<file path="src/sv/scs_pkg.sv">
`default_nettype none
package scs_pkg;

    localparam int CORDIC_STAGES_DEF = 24;
    localparam int CORDIC_STAGES_MAX = 31;

    // angle path width: Q4.28 plus headroom for one 2*pi fold
    localparam int ANG_W = 34;
    // cos/sin width, Q2.30 plus headroom
    localparam int CS_W  = 34;

    localparam logic signed [ANG_W-1:0] ANG_PI      = 34'sd843314857;
    localparam logic signed [ANG_W-1:0] ANG_TWO_PI  = 34'sd1686629713;
    localparam logic signed [ANG_W-1:0] ANG_HALF_PI = 34'sd421657428;
    localparam logic signed [CS_W-1:0]  CORDIC_K    = 34'sd652032874;

    typedef struct packed {
        logic signed [31:0] radius_value;
        logic               radius_present;
        logic signed [31:0] plane_angle;
        logic               plane_angle_present;
        logic signed [31:0] elevation_angle;
        logic               elevation_present;
    } scs_in_t;

    typedef struct packed {
        logic signed [31:0] x_coord;
        logic               x_valid;
        logic signed [31:0] y_coord;
        logic               y_valid;
        logic signed [31:0] z_coord;
        logic               z_valid;
    } scs_out_t;

    // radius and presence flags riding alongside the angle pipes
    typedef struct packed {
        logic signed [31:0] radius;
        logic               rp;
        logic               pp;
        logic               ep;
    } scs_side_t;

    // atan(2^-i) in Q4.28, rounded
    function automatic logic signed [ANG_W-1:0] atan_q28(input int idx);
        logic signed [ANG_W-1:0] v;
        case (idx)
            0:  v = 34'sd210828714;
            1:  v = 34'sd124459457;
            2:  v = 34'sd65760959;
            3:  v = 34'sd33381290;
            4:  v = 34'sd16755422;
            5:  v = 34'sd8385879;
            6:  v = 34'sd4193963;
            7:  v = 34'sd2097109;
            8:  v = 34'sd1048571;
            9:  v = 34'sd524287;
            10: v = 34'sd262144;
            11: v = 34'sd131072;
            12: v = 34'sd65536;
            13: v = 34'sd32768;
            14: v = 34'sd16384;
            15: v = 34'sd8192;
            16: v = 34'sd4096;
            17: v = 34'sd2048;
            18: v = 34'sd1024;
            19: v = 34'sd512;
            20: v = 34'sd256;
            21: v = 34'sd128;
            22: v = 34'sd64;
            23: v = 34'sd32;
            24: v = 34'sd16;
            25: v = 34'sd8;
            26: v = 34'sd4;
            27: v = 34'sd2;
            28: v = 34'sd1;
            default: v = '0;
        endcase
        return v;
    endfunction

    // Q16.16 x Q2.30 product back to Q16.16, round half up, clamp to 32 bits
    function automatic logic signed [31:0] round_sat(input logic signed [67:0] p);
        logic signed [67:0] t;
        t = (p + 68'sd536870912) >>> 30;
        if (t > 68'sd2147483647)
            return 32'sh7fffffff;
        else if (t < -68'sd2147483648)
            return 32'sh80000000;
        else
            return t[31:0];
    endfunction

endpackage
`default_nettype wire

</file>
<file path="src/sv/scs_range.sv">
`default_nettype none
module scs_range (
    input  wire                              aclk,
    input  wire                              en,
    input  wire logic signed [31:0]          angle,
    output logic signed [scs_pkg::ANG_W-1:0] red_angle,
    output logic                             neg
);
    import scs_pkg::*;

    logic signed [ANG_W-1:0] a_in;
    logic signed [ANG_W-1:0] fold_reg, fold_next;
    logic signed [ANG_W-1:0] half_reg, half_next;
    logic                    neg_reg, neg_next;

    assign a_in = ANG_W'(angle);

    // bring into [-pi, pi]
    always_comb begin
        if (a_in > ANG_PI)
            fold_next = a_in - ANG_TWO_PI;
        else if (a_in < -ANG_PI)
            fold_next = a_in + ANG_TWO_PI;
        else
            fold_next = a_in;
    end

    // bring into [-pi/2, pi/2], remember the sign flip
    always_comb begin
        neg_next  = 1'b0;
        half_next = fold_reg;
        if (fold_reg > ANG_HALF_PI) begin
            half_next = fold_reg - ANG_PI;
            neg_next  = 1'b1;
        end else if (fold_reg < -ANG_HALF_PI) begin
            half_next = fold_reg + ANG_PI;
            neg_next  = 1'b1;
        end
    end

    always_ff @(posedge aclk) begin
        if (en) begin
            fold_reg <= fold_next;
            half_reg <= half_next;
            neg_reg  <= neg_next;
        end
    end

    assign red_angle = half_reg;
    assign neg       = neg_reg;
endmodule
`default_nettype wire

</file>
<file path="config.mk">
export PLATFORM = sky130hd
export DESIGN_NAME = scs_range
export DESIGN_NICKNAME = d
export VERILOG_FILES = /design/src/sv/scs_pkg.sv /design/src/sv/scs_range.sv
export SDC_FILE = /design/constraint.sdc
export NUM_CORES = 1
export LEC_CHECK = 0
export ABC_CLOCK_PERIOD_IN_PS = 5550
export BUFFER_PORTS_ARGS = -buffer_cell sky130_fd_sc_hd__buf_2
export CORE_MARGIN = 10
export CORE_UTILIZATION = 60
export DETAILED_ROUTE_END_ITERATION = 7
export HOLD_SLACK_MARGIN = 0.03
export PLACE_DENSITY = 0.82
export SYNTH_ARGS = -nofsm -noshare
export SYNTH_HDL_FRONTEND = slang
export SYNTH_SLANG_ARGS = --single-unit
</file>
<file path="constraint.sdc">
create_clock -name aclk -period 5.55 [get_ports aclk]
set_clock_uncertainty 0.1 [all_clocks]
set_input_delay 0.2775 -clock aclk [delete_from_list [all_inputs] [get_ports aclk]]
set_output_delay 0.2775 -clock aclk [all_outputs]
set_load 0.01 [all_outputs]
</file>
==> flow_summary.toml <==
[outcome]
outcome = "finished, final reports clean"

[synthesis]
synth-edff-count = 68
netlist_area_um2 = 5510
synth_compound_area_share_pct = 23.6
yosysSeqAreaShare_pct = 37.0
synth_simple_gate_area_share_pct = 21.1
synth_area_leaders = "edfxtp_1, xnor2_1, xor2_1"
yosysTopAreaCell = "edfxtp_1"
syn_avg_cell_area_um2 = 8.80
synth_xor_area_share_pct = 10.0
netlist_top_cells_count = "edfxtp_1, a21oi_1, nand2_1, nor2_1, clkbuf_1"
synth_cell_types = 78
yosysWarnings = 0
synth.most_common_cell = "edfxtp_1"
ys_async_sr_fraction_pct = 0
synthMuxAreaShare_pct = 0.363
synthAdderAreaFrac_pct = 1.59
synth_seq_cells = 68
synth_top_flop_cell = "edfxtp_1"
syn_nets = 667
yosysTopAreaCellShare_pct = 37.0
netlist_instances = 626
synth_top_family_by_area = "compound AO/OA/AOI/OAI gates"

[global_routing]
busiest_layer = "met2"
grt-ovfl-total = 0
grt_pass1_wl_um = 22000
grt.total_usage_pct = 19.8
grt_pass1_vias = 4685
grt_start_max_net_pins = 69
met3_usage_pct = 3.26
grtUsageMet1_pct = 25.8
gr-usage-met2_pct = 32.2
antenna_found_initial = 0

[sta]
drv_slew = 0
slew_headroom_pct = 29.6
tightest_slew_ns = 1.06
max_freq_mhz = 311
timing.hold.ws_ns = 0.209
rsz0062_at_grt = "no"
setup_tns_ns = 0
finalHoldViolations = 0
timing.final.crit_period_ns = 3.21
finalSetupViolCount = 0
finalCritPeriodShare_pct = 57.8

[worst_setup_path]
endpoint_kind = "flip-flop"
max_stage_delay_ns = 0.56
worstPathRequired_ns = 5.53
slowest_stage = "or4_4"
crit_path_start_kind = "flip-flop"
critical_path_class = "reg -> reg"
path_cells = "or4_4 > o211ai_2 > o211ai_1 > o41ai_4 > nand2_1 > o32ai_1 > xor2_1"
cp_max_fo = 14
cp.arrival_ns = 3.19
worst-path-buf-inv = 0
crit_family = "compound AO/OA/AOI/OAI gates"

[cells_and_area]
drive_gt1_share_pct = 15.6
antenna_cells = 0
nets = 690
area_delta_synth_final_pct = 6.76
largest_register_ffs = 34
fin_area_um2 = 5880

[clocking]
hold_buffers = 0
cts_buffers = 9
clock_tree.root_cell = "clkbuf_8"
cts.htree.levels = 3
cts_resized = 0
cts_buffer_depth = 2
clk_latency_ns = 0.34
post_cts_buffers = 0
cts_tree = "built"
clkSinkCount = 68
clkTransAtPathRegs_ns = 0.07

[routing]
drc_errors = 0
num_vias = 4944
routed_wl_um = 13400
wl_per_cell_um = 17.6
drt-pass1-iter-count = 5
via_per_inst = 6.50
dr.first_iter.drc_count = 318
final_antenna_net_count = 0

[run]
cap_violations = 0

[placed_design]
dp_hpwl_um = 10000
gp_congestion = 0.989
placed_area_um2 = 5730
port_buffers = 68

[power_and_ir_drop]
leakage_nw = 2.12
total_power_mw = 1.54
ir_drop_mv = 0.0952
pwr_density_cell_nw_per_um2 = 262

[die]
die_area_um2 = 13400
rows = 34
ios = 69
core_area_um2 = 8850
start_util_pct = 62.3
dieWidth_um = 116
die_h_um = 116

[worst_hold_path]
hp-class = "in -> reg"
## layout make-up
class	instances	area [um^2]
sequential	68	2040
multi-input combinational	479	3120
fill	762	2960
clock buffer	12	135
inverter	21	81.3
tap	108	135
clock inverter	3	15.0
timing repair buffer	70	355
## power by group
| part | switching [mW] | internal, mW | leakage [nW] |
|---|---|---|---|
| clock | 0.168 | 0.158 | 0.0800 |
| combinational | 0.268 | 0.193 | 1.37 |
| sequential | 0.0824 | 0.673 | 0.665 |
## worst reg2reg max path: stages (launching register included)
cell and delay, ns:
edfxtp_1 0.53, or4_4 0.56, o211ai_2 0.15, o211ai_1 0.17, o41ai_4 0.45, nand2_1 0.47
o32ai_1 0.43, xor2_1 0.10
## cells in the final DEF, fill, tap and decap left out, types with 6 or more instances in the layout
| cell type | netlist | layout |
|---|---|---|
| nand4_1 | 13 | 13 |
| a21oi_1 | 46 | 46 |
| xnor2_1 | 35 | 35 |
| and3_1 | 7 | 7 |
| or3_1 | 6 | 6 |
| nor3_1 | 23 | 23 |
| a211oi_1 | 6 | 6 |
| nor4_1 | 10 | 10 |
| o31ai_1 | 9 | 9 |
| buf_2 | 16 | 68 |
| clkbuf_8 | 0 | 9 |
| o21ai_0 | 29 | 29 |
| inv_1 | 20 | 20 |
| nor2_1 | 41 | 41 |
| nand2b_1 | 6 | 6 |
| xor2_1 | 28 | 28 |
| a31oi_1 | 15 | 15 |
| ha_1 | 7 | 7 |
| and2_1 | 6 | 6 |
| o22ai_1 | 12 | 12 |
| nand3_1 | 28 | 28 |
| edfxtp_1 | 68 | 68 |
| nand2_1 | 45 | 45 |
| nor2b_1 | 7 | 7 |
## cell families after synthesis
logic type               count (synthesis)
multiplexers                             2
AND/OR/NAND/NOR                        221
adder cells (fa/ha/maj)                  7
buffers and inverters                   79
AO/OA/AOI/OAI                          186
flip-flops                              68
XOR/XNOR                                63
## metrics by stage
| step | cells | utilization, % | setup slack, ns |
|---|---|---|---|
| after floorplan | 626 | - | 2.99 |
| after global placement | 746 | 64.8 | 2.37 |
| after detailed placement | 746 | 64.8 | 2.32 |
| after CTS | 761 | 66.5 | 2.38 |
| after global routing | 761 | 66.5 | 2.21 |
| final | 761 | 66.5 | 2.34 |
## routing by layer
layer  wire length [um]  share of wire [%]
met1               5950                 44
met2               6160                 46
met3               1010                7.5
met4                296                2.2
met5                  0                  0
## final timing paths
check               start             to  slack [ns]  cells after the start
min             angle[14]   fold_reg[14]        0.21                      2
max          fold_reg[12]  red_angle[10]        2.34                      7
min reg2reg  fold_reg[15]  red_angle[15]        0.62                      1
max reg2reg  fold_reg[12]  red_angle[10]        2.34                      7
No activity file was read; power rests on OpenSTA's default activity.
